<file path="config.mk">
export PLATFORM = sky130hd
export DESIGN_NAME = energy_meter_measure_sequencer_flat
export DESIGN_NICKNAME = d
export VERILOG_FILES = /design/src/rtl/emms_pkg.sv /design/src/rtl/emms_if.sv /design/src/rtl/emms_step.sv /design/src/rtl/energy_meter_measure_sequencer.sv /design/src/flat_wrapper.sv
export SDC_FILE = /design/constraint.sdc
export NUM_CORES = 1
export LEC_CHECK = 0
export ABC_AREA = 1
export BUFFER_PORTS_ARGS = -buffer_cell sky130_fd_sc_hd__buf_2
export CAP_MARGIN = 20
export CORE_MARGIN = 2
export CORE_UTILIZATION = 30
export CTS_CLUSTER_SIZE = 10
export DETAILED_ROUTE_END_ITERATION = 10
export PLACE_DENSITY_LB_ADDON = 0.15
export SLEW_MARGIN = 0
export SYNTH_ARGS = -nofsm -noshare
export SYNTH_HDL_FRONTEND = slang
export SYNTH_SLANG_ARGS = --single-unit
</file>
<file path="constraint.sdc">
create_clock -name clock -period 4.6 [get_ports clock]
set_input_delay 0.46 -clock clock [delete_from_list [all_inputs] [get_ports clock]]
set_output_delay 0.46 -clock clock [all_outputs]
set_load 0.05 [all_outputs]
</file>
<file path="src/rtl/emms_pkg.sv">
// Shared types, constants and helper function of the energy meter measure sequencer.
// Used by the channel interfaces, the step logic, the top level and the checker.
// Depends on nothing.
package emms_pkg;

   localparam int unsigned CROSSINGS  = 3;
   localparam int unsigned CROSS_W    = 2;
   localparam int unsigned OP_W       = 2;
   localparam int unsigned PHASE_W    = 3;
   localparam int unsigned STATUS_W   = 16;
   localparam int unsigned RMS_W      = 24;
   localparam int unsigned ENERGY_W   = 24;
   localparam int unsigned TICK_W     = 32;
   localparam int unsigned TOTAL_W    = 32;
   localparam int unsigned WAIT_W     = 16;
   localparam int unsigned BIT_IDX_W  = 4;
   localparam int unsigned CODE_W     = 5;
   localparam int unsigned CSR_IDX_W  = 3;
   localparam int unsigned CSR_DATA_W = 24;

   localparam logic [WAIT_W-1:0]    SETTLE_RESET    = 16'd1000;
   localparam logic [WAIT_W-1:0]    INTEGRATE_RESET = 16'd1000;
   localparam logic [RMS_W-1:0]     NO_LOAD_RESET   = 24'd2184;
   localparam logic [RMS_W-1:0]     BUCKET_RESET    = 24'd6579;
   localparam logic [BIT_IDX_W-1:0] ZX_RESET        = 4'd4;
   localparam logic [BIT_IDX_W-1:0] ZXTO_RESET      = 4'd12;

   // Status code returned when no interrupt status bit is set.
   localparam logic [CODE_W-1:0] NO_STATUS = 5'd16;

   typedef enum logic [PHASE_W-1:0] {
      PH_IDLE   = 3'd0,
      PH_START  = 3'd1,
      PH_SETTLE = 3'd2,
      PH_WAIT   = 3'd3,
      PH_RMS    = 3'd4,
      PH_ENERGY = 3'd5,
      PH_DONE   = 3'd6
   } phase_type;

   typedef enum logic [OP_W-1:0] {
      OP_POLL  = 2'd0,
      OP_START = 2'd1,
      OP_ACK   = 2'd2
   } op_type;

   typedef enum logic [CSR_IDX_W-1:0] {
      CSR_SETTLE    = 3'd0,
      CSR_INTEGRATE = 3'd1,
      CSR_NO_LOAD   = 3'd2,
      CSR_BUCKET    = 3'd3,
      CSR_ZX_BIT    = 3'd4,
      CSR_ZXTO_BIT  = 3'd5
   } csr_index_type;

   typedef struct packed {
      logic [WAIT_W-1:0]    settle_ticks;
      logic [WAIT_W-1:0]    integrate_ticks;
      logic [RMS_W-1:0]     no_load_irms;
      logic [RMS_W-1:0]     bucket_threshold;
      logic [BIT_IDX_W-1:0] zx_bit;
      logic [BIT_IDX_W-1:0] zxto_bit;
   } cfg_type;

   typedef struct packed {
      phase_type           phase;
      logic [TICK_W-1:0]   tick_count;
      logic [TICK_W-1:0]   settle_mark;
      logic [TICK_W-1:0]   window_mark;
      logic [CROSS_W-1:0]  cross_count;
      logic                metering_on;
      logic [RMS_W-1:0]    vrms;
      logic [RMS_W-1:0]    irms;
      logic [TOTAL_W-1:0]  bucket;
      logic [TOTAL_W-1:0]  total;
      logic                watt_flag;
   } state_type;

   typedef struct packed {
      logic [OP_W-1:0]     op;
      logic                tick;
      logic                irq_line;
      logic [STATUS_W-1:0] irq_status;
      logic [RMS_W-1:0]    vrms_in;
      logic [RMS_W-1:0]    irms_in;
      logic [ENERGY_W-1:0] energy_in;
   } req_data_type;

   typedef struct packed {
      phase_type          phase;
      logic               complete;
      logic [RMS_W-1:0]   vrms_out;
      logic [RMS_W-1:0]   irms_out;
      logic [TOTAL_W-1:0] energy_total;
      logic               watt_pending;
      logic               irq_enable_req;
      logic               status_read;
      logic               energy_read;
   } rsp_data_type;

   // Index of the lowest set status bit, NO_STATUS when none is set.
   function automatic logic [CODE_W-1:0] lowest_set(input logic [STATUS_W-1:0] status);
      logic [CODE_W-1:0] code;
      code = NO_STATUS;
      for (int i = STATUS_W - 1; i >= 0; i--) begin
         if (status[i]) begin
            code = CODE_W'(i);
         end
      end
      return code;
   endfunction

endpackage

</file>
<file path="src/rtl/emms_if.sv">
// Request and response channel interfaces of the energy meter measure sequencer.
// Depends on emms_pkg for field widths.
interface emms_req_if
   import emms_pkg::*;
();
   logic                valid;
   logic                ready;
   logic [OP_W-1:0]     op;
   logic                tick;
   logic                irq_line;
   logic [STATUS_W-1:0] irq_status;
   logic [RMS_W-1:0]    vrms_in;
   logic [RMS_W-1:0]    irms_in;
   logic [ENERGY_W-1:0] energy_in;

   modport source (
      output valid, op, tick, irq_line, irq_status, vrms_in, irms_in, energy_in,
      input  ready
   );
   modport sink (
      input  valid, op, tick, irq_line, irq_status, vrms_in, irms_in, energy_in,
      output ready
   );
endinterface

interface emms_rsp_if
   import emms_pkg::*;
();
   logic               valid;
   logic               ready;
   logic [PHASE_W-1:0] phase;
   logic               complete;
   logic [RMS_W-1:0]   vrms_out;
   logic [RMS_W-1:0]   irms_out;
   logic [TOTAL_W-1:0] energy_total;
   logic               watt_pending;
   logic               irq_enable_req;
   logic               status_read;
   logic               energy_read;

   modport source (
      output valid, phase, complete, vrms_out, irms_out, energy_total, watt_pending,
             irq_enable_req, status_read, energy_read,
      input  ready
   );
   modport sink (
      input  valid, phase, complete, vrms_out, irms_out, energy_total, watt_pending,
             irq_enable_req, status_read, energy_read,
      output ready
   );
endinterface

</file>
<file path="src/rtl/emms_step.sv">
// Combinational step logic: next sequencer state and response for one request.
// Depends on emms_pkg.
module emms_step
   import emms_pkg::*;
(
   input  cfg_type      cfg,
   input  state_type    cur,
   input  req_data_type req,
   output state_type    nxt,
   output rsp_data_type rsp
);

   logic [TICK_W-1:0]  tick_now;
   logic [CODE_W-1:0]  code;
   logic [CROSS_W-1:0] cross_inc;
   logic [TOTAL_W-1:0] energy_val;
   logic               load;
   logic               settle_over;
   logic               window_over;
   logic               irq_en;
   logic               st_rd;
   logic               en_rd;

   always_comb begin
      tick_now    = cur.tick_count + TICK_W'(req.tick);
      code        = lowest_set(req.irq_status);
      cross_inc   = cur.cross_count + CROSS_W'(1);
      load        = req.irms_in > cfg.no_load_irms;
      // A negative energy reading counts as nothing.
      energy_val  = req.energy_in[ENERGY_W-1] ? '0 : TOTAL_W'(req.energy_in);
      settle_over = (tick_now - cur.settle_mark) >= TICK_W'(cfg.settle_ticks);
      window_over = (tick_now - cur.window_mark) >= TICK_W'(cfg.integrate_ticks);
   end

   always_comb begin
      nxt            = cur;
      nxt.tick_count = tick_now;
      irq_en         = 1'b0;
      st_rd          = 1'b0;
      en_rd          = 1'b0;
      case (req.op)
         OP_START: begin
            nxt.phase = PH_START;
         end
         OP_ACK: begin
            nxt.watt_flag = 1'b0;
         end
         OP_POLL: begin
            case (cur.phase)
               PH_START: begin
                  nxt.settle_mark = tick_now;
                  nxt.phase       = PH_SETTLE;
               end
               PH_SETTLE: begin
                  if (settle_over) begin
                     irq_en    = 1'b1;
                     nxt.phase = PH_WAIT;
                  end
               end
               PH_WAIT: begin
                  if (req.irq_line) begin
                     nxt.phase = PH_RMS;
                  end
               end
               PH_RMS: begin
                  st_rd = 1'b1;
                  if (code == CODE_W'(cfg.zx_bit)) begin
                     nxt.cross_count = cross_inc;
                     if (cross_inc == CROSS_W'(CROSSINGS)) begin
                        nxt.cross_count = '0;
                        nxt.vrms        = req.vrms_in;
                        nxt.irms        = req.irms_in;
                        nxt.phase       = PH_DONE;
                        if (!load && !cur.metering_on) begin
                           nxt.irms = '0;
                           en_rd    = 1'b1;
                        end else if (load && !cur.metering_on) begin
                           nxt.metering_on = 1'b1;
                           nxt.bucket      = cur.bucket + energy_val;
                           en_rd           = 1'b1;
                           nxt.window_mark = tick_now;
                        end else if (!load) begin
                           nxt.bucket      = cur.bucket + energy_val;
                           en_rd           = 1'b1;
                           nxt.metering_on = 1'b0;
                           nxt.phase       = PH_ENERGY;
                        end else if (window_over) begin
                           nxt.window_mark = tick_now;
                           nxt.bucket      = cur.bucket + energy_val;
                           en_rd           = 1'b1;
                           nxt.phase       = PH_ENERGY;
                        end
                     end
                  end else if (code == CODE_W'(cfg.zxto_bit)) begin
                     nxt.vrms  = '0;
                     nxt.irms  = '0;
                     nxt.phase = PH_DONE;
                  end else begin
                     nxt.phase = PH_WAIT;
                  end
               end
               PH_ENERGY: begin
                  if (cur.bucket >= TOTAL_W'(cfg.bucket_threshold)) begin
                     nxt.total     = cur.total + cur.bucket;
                     nxt.bucket    = '0;
                     nxt.watt_flag = 1'b1;
                  end
                  nxt.phase = PH_DONE;
               end
               default: begin
               end
            endcase
         end
         default: begin
         end
      endcase
   end

   always_comb begin
      rsp.phase          = nxt.phase;
      rsp.complete       = nxt.phase == PH_DONE;
      rsp.vrms_out       = nxt.vrms;
      rsp.irms_out       = nxt.irms;
      rsp.energy_total   = nxt.total;
      rsp.watt_pending   = nxt.watt_flag;
      rsp.irq_enable_req = irq_en;
      rsp.status_read    = st_rd;
      rsp.energy_read    = en_rd;
   end

endmodule

</file>
<file path="src/rtl/energy_meter_measure_sequencer.sv">
// Energy meter measure sequencer: top level with request, response and register ports.
// Depends on emms_pkg, emms_if and emms_step.
//
// Each request on the req channel is one poll of the metering front end: an op
// (poll, start, acknowledge watt step), a tick flag, the interrupt line and the
// raw status, Vrms, Irms and energy register values. Every request produces
// exactly one response on the rsp channel with the phase, the latched RMS
// values, the energy total, the watt step flag and the read/enable pulses.
// A request is captured in an input register, then the step logic updates the
// sequencer state and loads the response register as soon as that register is
// empty or its response is being taken. One request can be taken every cycle
// while the receiver keeps taking responses; the whole state update is one
// compare-and-add pass.
// When the receiver stalls, the response register holds its value and the
// input register keeps the next request; req.ready drops only when both are
// full. Reset clears the sequencer state to idle with zero counters and loads
// the default register values; csr writes are taken at any edge with csr_we
// high and must only happen while no request is in flight.
module energy_meter_measure_sequencer
   import emms_pkg::*;
(
   input  logic                  clock,
   input  logic                  reset,
   emms_req_if.sink              req,
   emms_rsp_if.source            rsp,
   input  logic                  csr_we,
   input  logic [CSR_IDX_W-1:0]  csr_index,
   input  logic [CSR_DATA_W-1:0] csr_wdata
);

   cfg_type      cfg_ff;
   state_type    state_ff;
   state_type    state_in;
   req_data_type req_ff;
   req_data_type req_in;
   logic         req_valid_ff;
   logic         req_valid_in;
   rsp_data_type rsp_ff;
   rsp_data_type rsp_in;
   logic         rsp_valid_ff;
   logic         rsp_valid_in;
   logic         advance;
   logic         take;

   always_comb begin
      advance      = req_valid_ff && (!rsp_valid_ff || rsp.ready);
      req.ready    = !req_valid_ff || advance;
      take         = req.valid && req.ready;
      req_valid_in = take || (req_valid_ff && !advance);
      rsp_valid_in = advance || (rsp_valid_ff && !rsp.ready);
      req_in.op         = req.op;
      req_in.tick       = req.tick;
      req_in.irq_line   = req.irq_line;
      req_in.irq_status = req.irq_status;
      req_in.vrms_in    = req.vrms_in;
      req_in.irms_in    = req.irms_in;
      req_in.energy_in  = req.energy_in;
   end

   emms_step u_step (
      .cfg (cfg_ff),
      .cur (state_ff),
      .req (req_ff),
      .nxt (state_in),
      .rsp (rsp_in)
   );

   always_ff @(posedge clock) begin
      if (reset) begin
         cfg_ff.settle_ticks     <= SETTLE_RESET;
         cfg_ff.integrate_ticks  <= INTEGRATE_RESET;
         cfg_ff.no_load_irms     <= NO_LOAD_RESET;
         cfg_ff.bucket_threshold <= BUCKET_RESET;
         cfg_ff.zx_bit           <= ZX_RESET;
         cfg_ff.zxto_bit         <= ZXTO_RESET;
      end else if (csr_we) begin
         case (csr_index)
            CSR_SETTLE:    cfg_ff.settle_ticks     <= csr_wdata[WAIT_W-1:0];
            CSR_INTEGRATE: cfg_ff.integrate_ticks  <= csr_wdata[WAIT_W-1:0];
            CSR_NO_LOAD:   cfg_ff.no_load_irms     <= csr_wdata[RMS_W-1:0];
            CSR_BUCKET:    cfg_ff.bucket_threshold <= csr_wdata[RMS_W-1:0];
            CSR_ZX_BIT:    cfg_ff.zx_bit           <= csr_wdata[BIT_IDX_W-1:0];
            CSR_ZXTO_BIT:  cfg_ff.zxto_bit         <= csr_wdata[BIT_IDX_W-1:0];
            default: begin
            end
         endcase
      end
   end

   always_ff @(posedge clock) begin
      if (reset) begin
         state_ff     <= '{phase: PH_IDLE, default: '0};
         req_valid_ff <= 1'b0;
         rsp_valid_ff <= 1'b0;
      end else begin
         req_valid_ff <= req_valid_in;
         rsp_valid_ff <= rsp_valid_in;
         if (advance) begin
            state_ff <= state_in;
         end
      end
   end

   always_ff @(posedge clock) begin
      if (take) begin
         req_ff <= req_in;
      end
      if (advance) begin
         rsp_ff <= rsp_in;
      end
   end

   always_comb begin
      rsp.valid          = rsp_valid_ff;
      rsp.phase          = rsp_ff.phase;
      rsp.complete       = rsp_ff.complete;
      rsp.vrms_out       = rsp_ff.vrms_out;
      rsp.irms_out       = rsp_ff.irms_out;
      rsp.energy_total   = rsp_ff.energy_total;
      rsp.watt_pending   = rsp_ff.watt_pending;
      rsp.irq_enable_req = rsp_ff.irq_enable_req;
      rsp.status_read    = rsp_ff.status_read;
      rsp.energy_read    = rsp_ff.energy_read;
   end

endmodule

</file>
<file path="src/flat_wrapper.sv">
// flat-port wrapper written by rule: the top's interface ports become plain ports
module energy_meter_measure_sequencer_flat import emms_pkg::*;
  (clock, reset, csr_we, csr_index, csr_wdata, req_valid, req_op, req_tick, req_irq_line, req_irq_status, req_vrms_in, req_irms_in, req_energy_in, req_ready, rsp_valid, rsp_phase, rsp_complete, rsp_vrms_out, rsp_irms_out, rsp_energy_total, rsp_watt_pending, rsp_irq_enable_req, rsp_status_read, rsp_energy_read, rsp_ready);
  emms_req_if req_i ();
  emms_rsp_if rsp_i ();
  input  logic clock;
  input  logic reset;
  input  logic csr_we;
  input  logic [CSR_IDX_W-1:0] csr_index;
  input  logic [CSR_DATA_W-1:0] csr_wdata;
  input wire logic [$bits(req_i.valid)-1:0] req_valid;
  input wire logic [$bits(req_i.op)-1:0] req_op;
  input wire logic [$bits(req_i.tick)-1:0] req_tick;
  input wire logic [$bits(req_i.irq_line)-1:0] req_irq_line;
  input wire logic [$bits(req_i.irq_status)-1:0] req_irq_status;
  input wire logic [$bits(req_i.vrms_in)-1:0] req_vrms_in;
  input wire logic [$bits(req_i.irms_in)-1:0] req_irms_in;
  input wire logic [$bits(req_i.energy_in)-1:0] req_energy_in;
  output wire logic [$bits(req_i.ready)-1:0] req_ready;
  output wire logic [$bits(rsp_i.valid)-1:0] rsp_valid;
  output wire logic [$bits(rsp_i.phase)-1:0] rsp_phase;
  output wire logic [$bits(rsp_i.complete)-1:0] rsp_complete;
  output wire logic [$bits(rsp_i.vrms_out)-1:0] rsp_vrms_out;
  output wire logic [$bits(rsp_i.irms_out)-1:0] rsp_irms_out;
  output wire logic [$bits(rsp_i.energy_total)-1:0] rsp_energy_total;
  output wire logic [$bits(rsp_i.watt_pending)-1:0] rsp_watt_pending;
  output wire logic [$bits(rsp_i.irq_enable_req)-1:0] rsp_irq_enable_req;
  output wire logic [$bits(rsp_i.status_read)-1:0] rsp_status_read;
  output wire logic [$bits(rsp_i.energy_read)-1:0] rsp_energy_read;
  input wire logic [$bits(rsp_i.ready)-1:0] rsp_ready;
  assign req_i.valid = req_valid;
  assign req_i.op = req_op;
  assign req_i.tick = req_tick;
  assign req_i.irq_line = req_irq_line;
  assign req_i.irq_status = req_irq_status;
  assign req_i.vrms_in = req_vrms_in;
  assign req_i.irms_in = req_irms_in;
  assign req_i.energy_in = req_energy_in;
  assign req_ready = req_i.ready;
  assign rsp_valid = rsp_i.valid;
  assign rsp_phase = rsp_i.phase;
  assign rsp_complete = rsp_i.complete;
  assign rsp_vrms_out = rsp_i.vrms_out;
  assign rsp_irms_out = rsp_i.irms_out;
  assign rsp_energy_total = rsp_i.energy_total;
  assign rsp_watt_pending = rsp_i.watt_pending;
  assign rsp_irq_enable_req = rsp_i.irq_enable_req;
  assign rsp_status_read = rsp_i.status_read;
  assign rsp_energy_read = rsp_i.energy_read;
  assign rsp_i.ready = rsp_ready;
  energy_meter_measure_sequencer u_core (.clock(clock), .reset(reset), .req(req_i), .rsp(rsp_i), .csr_we(csr_we), .csr_index(csr_index), .csr_wdata(csr_wdata));
endmodule
</file>
Word level (Yosys, flattened, before mapping). Index checks and enable logic that the tools add are counted. W data, S select, Z words.

Logic and storage cells: 157. Input bits: 124. Output and inout bits: 90. Bits in registers: 485.

Equality and inequality tests: 22. Multiplexer cells: 55. Order comparisons: 4. Reductions and logical operators: 34. Bitwise gates (word level): 1. $add $sub $neg: 6.

Operators by type and width (number): $mux W32 (8); $mux W48 (3); $mux W112 (1); $mux W83 (1); $mux W5 (16); $mux W65 (1); $ge A32 B16 Y1 (2); $pmux W32 S2 (1); $sub A32 B32 Y32 (2); $mux W33 (1); $add A32 B1 Y32 (1); $add A32 B23 Y32 (1); $add A32 B32 Y32 (1); $ge A32 B24 Y1 (1); $gt A24 B24 Y1 (1); $mux W24 (1); $mux W23 (1); $reduce_and A8 Y1 (2); $eq A3 B3 Y1 const B (5); $mux W3 (5); $pmux W3 S5 (1); $reduce_and A2 Y1 (7); $eq A3 B2 Y1 const B (4); $eq A5 B4 Y1 (2); 21 further kinds (53).

Depth between registers and ports, before layout.
Word-level depth: 22. Depth in mapped cells: 42. Depth with buffers taken out: 42.

Hierarchy. A second synthesis with hierarchy kept.

Cells, all modules: 4548. Area total of the unflattened synthesis: 32057.0 µm².

By module, submodules not included: energy_meter_measure_sequencer (cells each 1852, sequential area each 11511.0 µm², times used 1, area each 17619.4 µm²); emms_step (cells each 2696, sequential area each 0.0 µm², times used 1, area each 14437.6 µm²).

Worst setup path after synthesis. OpenSTA, ideal clock, no wires.

Path type: flip-flop to flip-flop. Start: reg u_core.req_ff[89] (netlist name). End: reg u_core.state_ff[42] (netlist name). Path buffers: 2. Arrival time: 4371 ps. Data required time: 4484 ps. Clock period less this slack: 4487 ps. Cell stages (with the launch flop): 36. Slack: 113 ps. Setup time: 116 ps. Cell sequence: edfxtp_1 > ha_1 > ha_1 > nand2_1 > nor3_2 > nand2_1 > nor2_2 > nand3_1 > nor2_4 > nand2_1 > xor2_1 > ha_1 > nand2_1 > inv_1 > nand2_1 > nand3_1 > inv_1 > o21ai_0 > a21oi_1 > xnor2_1 > ha_1 > a21oi_1 > nor3_1 > a211oi_1 > nand3_1 > nor2_1 > nand3_1 > nor2_2 > nand3_2 > nor2_2 > o21ai_2 > nand2_4 > inv_2 > buf_6 > buf_6 > o211a_1.

RTL lines: start: declaration (line energy_meter_measure_sequencer.sv:34) `req_data_type req_ff;`; start signal: assignment (line energy_meter_measure_sequencer.sv:106) `req_ff <= req_in;`; end signal: assignment (line energy_meter_measure_sequencer.sv:99) `state_ff <= state_in;`; end: declaration (line energy_meter_measure_sequencer.sv:32) `state_type state_ff;`.

==> PnR_summary.wiki <==
{| class="wikitable"
! Metric !! Value
|-
| Wire length after detailed routing || 94600 um
|-
| Peak fanout along the critical path || 8
|-
| Normalized max-slew margin || 28.9%
|-
| Sequential cell area || 11500 um2
|-
| Clock-pin slew on the worst setup and hold paths || 0.06 ns
|-
| First drt pass iteration count || 5
|-
| Critical path's largest stage delay || 0.37 ns
|-
| GRT overflow || 0
|-
| Buffer cell driving the clock tree root || sky130_fd_sc_hd__clkbuf_16
|-
| Share of the core filled with cells || 39.5%
|-
| Worst slack on hold paths || 0.114 ns
|-
| Critical path launch point type || flop
|-
| Number of diodes || 0
|-
| Number of pins with negative max-slew slack in the final report || 0
|-
| Violated checks || setup timing
|-
| Clock tree from TritonCTS || built
|-
| Number of sinks on the clock net || 485
|-
| Worst setup skew after layout || 0.0197 ns
|-
| Synth async-reset ratio || 0%
|-
| Drt drc || 0
|-
| Routed wire length per instance || 16.4 um
|-
| Transition time of the tightest slew-check pin || 1.07 ns
|-
| Most common cell type on the critical path || sky130_fd_sc_hd__nor2_4
|-
| Power density normalized to cell area || 326 nW/um2
|-
| Wire length of the first global-routing pass || 145000 um
|-
| Mapped cell area || 28900 um2
|-
| Mux share of post-synthesis cell area || 0%
|-
| H-tree depth || 2
|-
| Largest family of logic cells by synthesized area || simple AND/OR/NAND/NOR gates
|-
| Final sum of negative setup slack || -25.47 ns
|-
| Starting DRT DRC Count || 1777
|-
| Static leakage || 17.9 nW
|-
| Number of antenna violations at the first check in global routing || 9
|-
| Hold violation count in the final report || 0
|-
| Skew-Pair Late Insertion Delay || 0.66 ns
|-
| Clock Path Buffers || 3
|-
| Unrepaired setup endpoints after global routing || yes
|-
| Critical path class || reg2reg
|-
| Worst setup slack before clock tree synthesis || -0.790 ns
|-
| Synthesized netlist net count || 4201
|-
| Simple-gate share of the synthesized area || 18.7%
|-
| Die width || 314 um
|-
| Detail Route Antenna Nets || 0
|-
| Critical path's slowest cell || sky130_fd_sc_hd__edfxtp_1
|-
| Maximum clock frequency || 198 MHz
|-
| Top area cells in the synthesized netlist || sky130_fd_sc_hd__dfxtp_1, sky130_fd_sc_hd__edfxtp_1, sky130_fd_sc_hd__nand2_1, sky130_fd_sc_hd__inv_1, sky130_fd_sc_hd__ha_1
|-
| Dominant delay contributor by cell family on the critical path || simple AND/OR/NAND/NOR gates
|-
| Count of distinct cell types in the synthesized netlist || 56
|-
| Std cell rows || 113
|-
| Worst path buffer plus inverter count || 8
|-
| Floorplan die area || 98800 um2
|-
| Total vias in the final route || 27000
|-
| Worst hold-check path type || in2reg
|-
| Worst endpoint data arrival time || 5.59 ns
|-
| Core box area || 95200 um2
|-
| Initial core utilization || 30.4%
|-
| PnR worst setup slack || -0.446 ns
|-
| Boundary pin count || 214
|-
| Fraction of the cycle the final worst path needs || 110%
|-
| Maximum vdd ir drop || 0.308 mV
|-
| Commonest cells post-synth || sky130_fd_sc_hd__nand2_1, sky130_fd_sc_hd__inv_1, sky130_fd_sc_hd__o21ai_0
|-
| Yosys warns || 0
|-
| Final setup fails || 71
|-
| Area delta synth->final || 30.0%
|-
| Minimum clock period || 5.05 ns
|-
| Dominant synthesized flop cell || sky130_fd_sc_hd__dfxtp_1
|-
| Total power draw || 12.3 mW
|-
| Run status || complete, but fails checks
|-
| Required arrival time at the worst endpoint || 5.14 ns
|-
| Count of port buffers added during placement || 213
|-
| Most numerous cell in the Yosys netlist || sky130_fd_sc_hd__nand2_1
|-
| Portion of the post-synthesis area used by sequential elements || 39.9%
|-
| Placer's final routability congestion estimate || 0.863
|-
| Max Cap Viol || 0
|-
| Number of fill cells in the layout || 9964
|-
| Post-synth EDFFs || 180
|-
| Proportion of netlist area held by the largest area contributor || 21.1%
|-
| Layout cells sized above 1 || 18.6%
|-
| Post-synth top area cell || sky130_fd_sc_hd__dfxtp_1
|-
| Number of buffers inserted during clock tree synthesis || 59
|-
| Nets || 4798
|-
| HPWL after detailed placement || 69100 um
|-
| Post-Syn Area per Cell || 7.46 um2
|-
| Maximum number of pins on one net before global-route repair || 93
|-
| Number of global-route vias before repair || 25500
|-
| Sort of element at the end of the critical path || flop
|-
| Area share of fa/ha/maj cells after synthesis || 8.94%
|-
| Y dimension of the die || 314 um
|-
| Synthesized-area fraction occupied by ao, oa, aoi and oai cells || 18.7%
|-
| Vias per std cell || 4.67
|-
| Multi-input combinational cell area || 15100 um2
|-
| XOR/XNOR Fraction of Synth Area || 3.03%
|-
| Number of register bits inferred by synthesis || 485
|-
| Gate Count Post-Synth || 3873
|-
| Global Route Usage Sum || 18.8%
|}
## flip-flops by register name, summed over array words and instances, names as in the netlist
register	flops
u_core.cfg_ff	88
u_core.req_ff	92
u_core.req_valid_ff	1
u_core.rsp.complete	1
u_core.rsp.energy_read	1
u_core.rsp.energy_total	32
u_core.rsp.irms_out	24
u_core.rsp.irq_enable_req	1
u_core.rsp.phase	3
u_core.rsp.status_read	1
u_core.rsp.valid	1
u_core.rsp.vrms_out	24
u_core.rsp.watt_pending	1
u_core.state_ff	215
## layout make-up
cell class / count / area share (%)
Timing Repair Buffer: 659 / 13.3
Clock inverter: 11 / 0.386
Tap cell: 1265 / 4.21
Multi-Input combinational cell: 2577 / 40.1
Clock buffer: 97 / 4.42
Inverter: 688 / 6.95
Sequential cell: 485 / 30.7
## placed cells by master, fill, tap and decap left out, types with 7 or more instances in the layout
master and n:
sky130_fd_sc_hd__clkbuf_1 34, sky130_fd_sc_hd__nor2_4 19, sky130_fd_sc_hd__nand3_2 10, sky130_fd_sc_hd__o211ai_1 97, sky130_fd_sc_hd__buf_6 16, sky130_fd_sc_hd__a21oi_1 385, sky130_fd_sc_hd__and2_1 7, sky130_fd_sc_hd__nand4_1 27
sky130_fd_sc_hd__dfxtp_1 304, sky130_fd_sc_hd__nor3_2 11, sky130_fd_sc_hd__a21oi_2 11, sky130_fd_sc_hd__o21ai_0 389, sky130_fd_sc_hd__edfxtp_1 180, sky130_fd_sc_hd__ha_1 184, sky130_fd_sc_hd__o21bai_1 9, sky130_fd_sc_hd__inv_1 667
sky130_fd_sc_hd__nor3_1 31, sky130_fd_sc_hd__o211a_1 13, sky130_fd_sc_hd__xnor2_1 28, sky130_fd_sc_hd__nand2_4 14, sky130_fd_sc_hd__nand3_1 99, sky130_fd_sc_hd__a21o_1 10, sky130_fd_sc_hd__nor4_1 8, sky130_fd_sc_hd__xor2_1 68
sky130_fd_sc_hd__o21ai_1 36, sky130_fd_sc_hd__clkbuf_16 61, sky130_fd_sc_hd__nand2_2 32, sky130_fd_sc_hd__nand2_1 722, sky130_fd_sc_hd__inv_2 15, sky130_fd_sc_hd__buf_2 212, sky130_fd_sc_hd__nor2_1 231, sky130_fd_sc_hd__buf_12 9
sky130_fd_sc_hd__or2_2 13, sky130_fd_sc_hd__buf_4 320, sky130_fd_sc_hd__ha_4 13, sky130_fd_sc_hd__nand3b_1 14, sky130_fd_sc_hd__nor2_2 28, sky130_fd_sc_hd__dlygate4sd3_1 93
## report_power, final
part           internal [mW]  switching [mW]  total, mW
registers               4.67          0.0949       4.76
clock network           2.51            1.93       4.44
logic                   1.24            1.81       3.05
total                   8.42            3.83       12.3
## cell families (layout without fill, tap and decap cells)
logic type,after synthesis,count (layout)
AO/OA/AOI/OAI,989,989
AND/OR/NAND/NOR,1282,1284
buffers and inverters,813,1455
XOR/XNOR,100,100
adder cells (fa/ha/maj),204,204
flip-flops,485,485
## layer usage
metal | wire length [um] | GRT usage (%)
met5 | 65 | 0
met4 | 1780 | 3.87
met3 | 5010 | 3.22
met2 | 40100 | 28.7
met1 | 47600 | 27.6
## what timing repair did
item / in CTS / in global routing
cloned: 8 / 2
endpoints found under the setup margin: 71 / 71
hold endpoints to repair: 93 / 0
gates resized for setup: 124 / 95
buffers inserted: 50 / 12
hold buffers: 93 / 0
pin swaps: 47 / 52
## stage by stage
stage               cell area, um2  std cells
global route                 37600       5782
global placement             33300       5513
finish                       37600       5782
floorplan                    28900       3873
detailed placement           33300       5513
CTS                          37100       5771
## final timing paths
| path | start | cells past startpoint | endpoint | slack (ns) |
|---|---|---|---|---|
| setup / recovery | u_core.req_ff[89]$_DFFE_PP_ | 39 | u_core.state_ff[60]$_SDFFE_PP0P_ | -0.45 |
| hold / removal | csr_wdata[6] | 3 | u_core.cfg_ff[78]$_SDFFE_PP1P_ | 0.11 |
| hold reg to reg | u_core.state_ff[143]$_SDFFE_PP0P_ | 2 | u_core.state_ff[143]$_SDFFE_PP0P_ | 0.46 |
| setup reg to reg | u_core.req_ff[89]$_DFFE_PP_ | 39 | u_core.state_ff[60]$_SDFFE_PP0P_ | -0.45 |
## worst reg2reg max path, delay by kind of cell, from the launching register on
family / cells / cell delay [ns]
xor+xnor: 2 / 0.32
buf+inv: 8 / 0.80
compound gates: 4 / 0.46
fa+ha+maj: 4 / 0.76
flops: 1 / 0.37
simple gates: 21 / 2.24
Power figures use the tool's default switching activity.
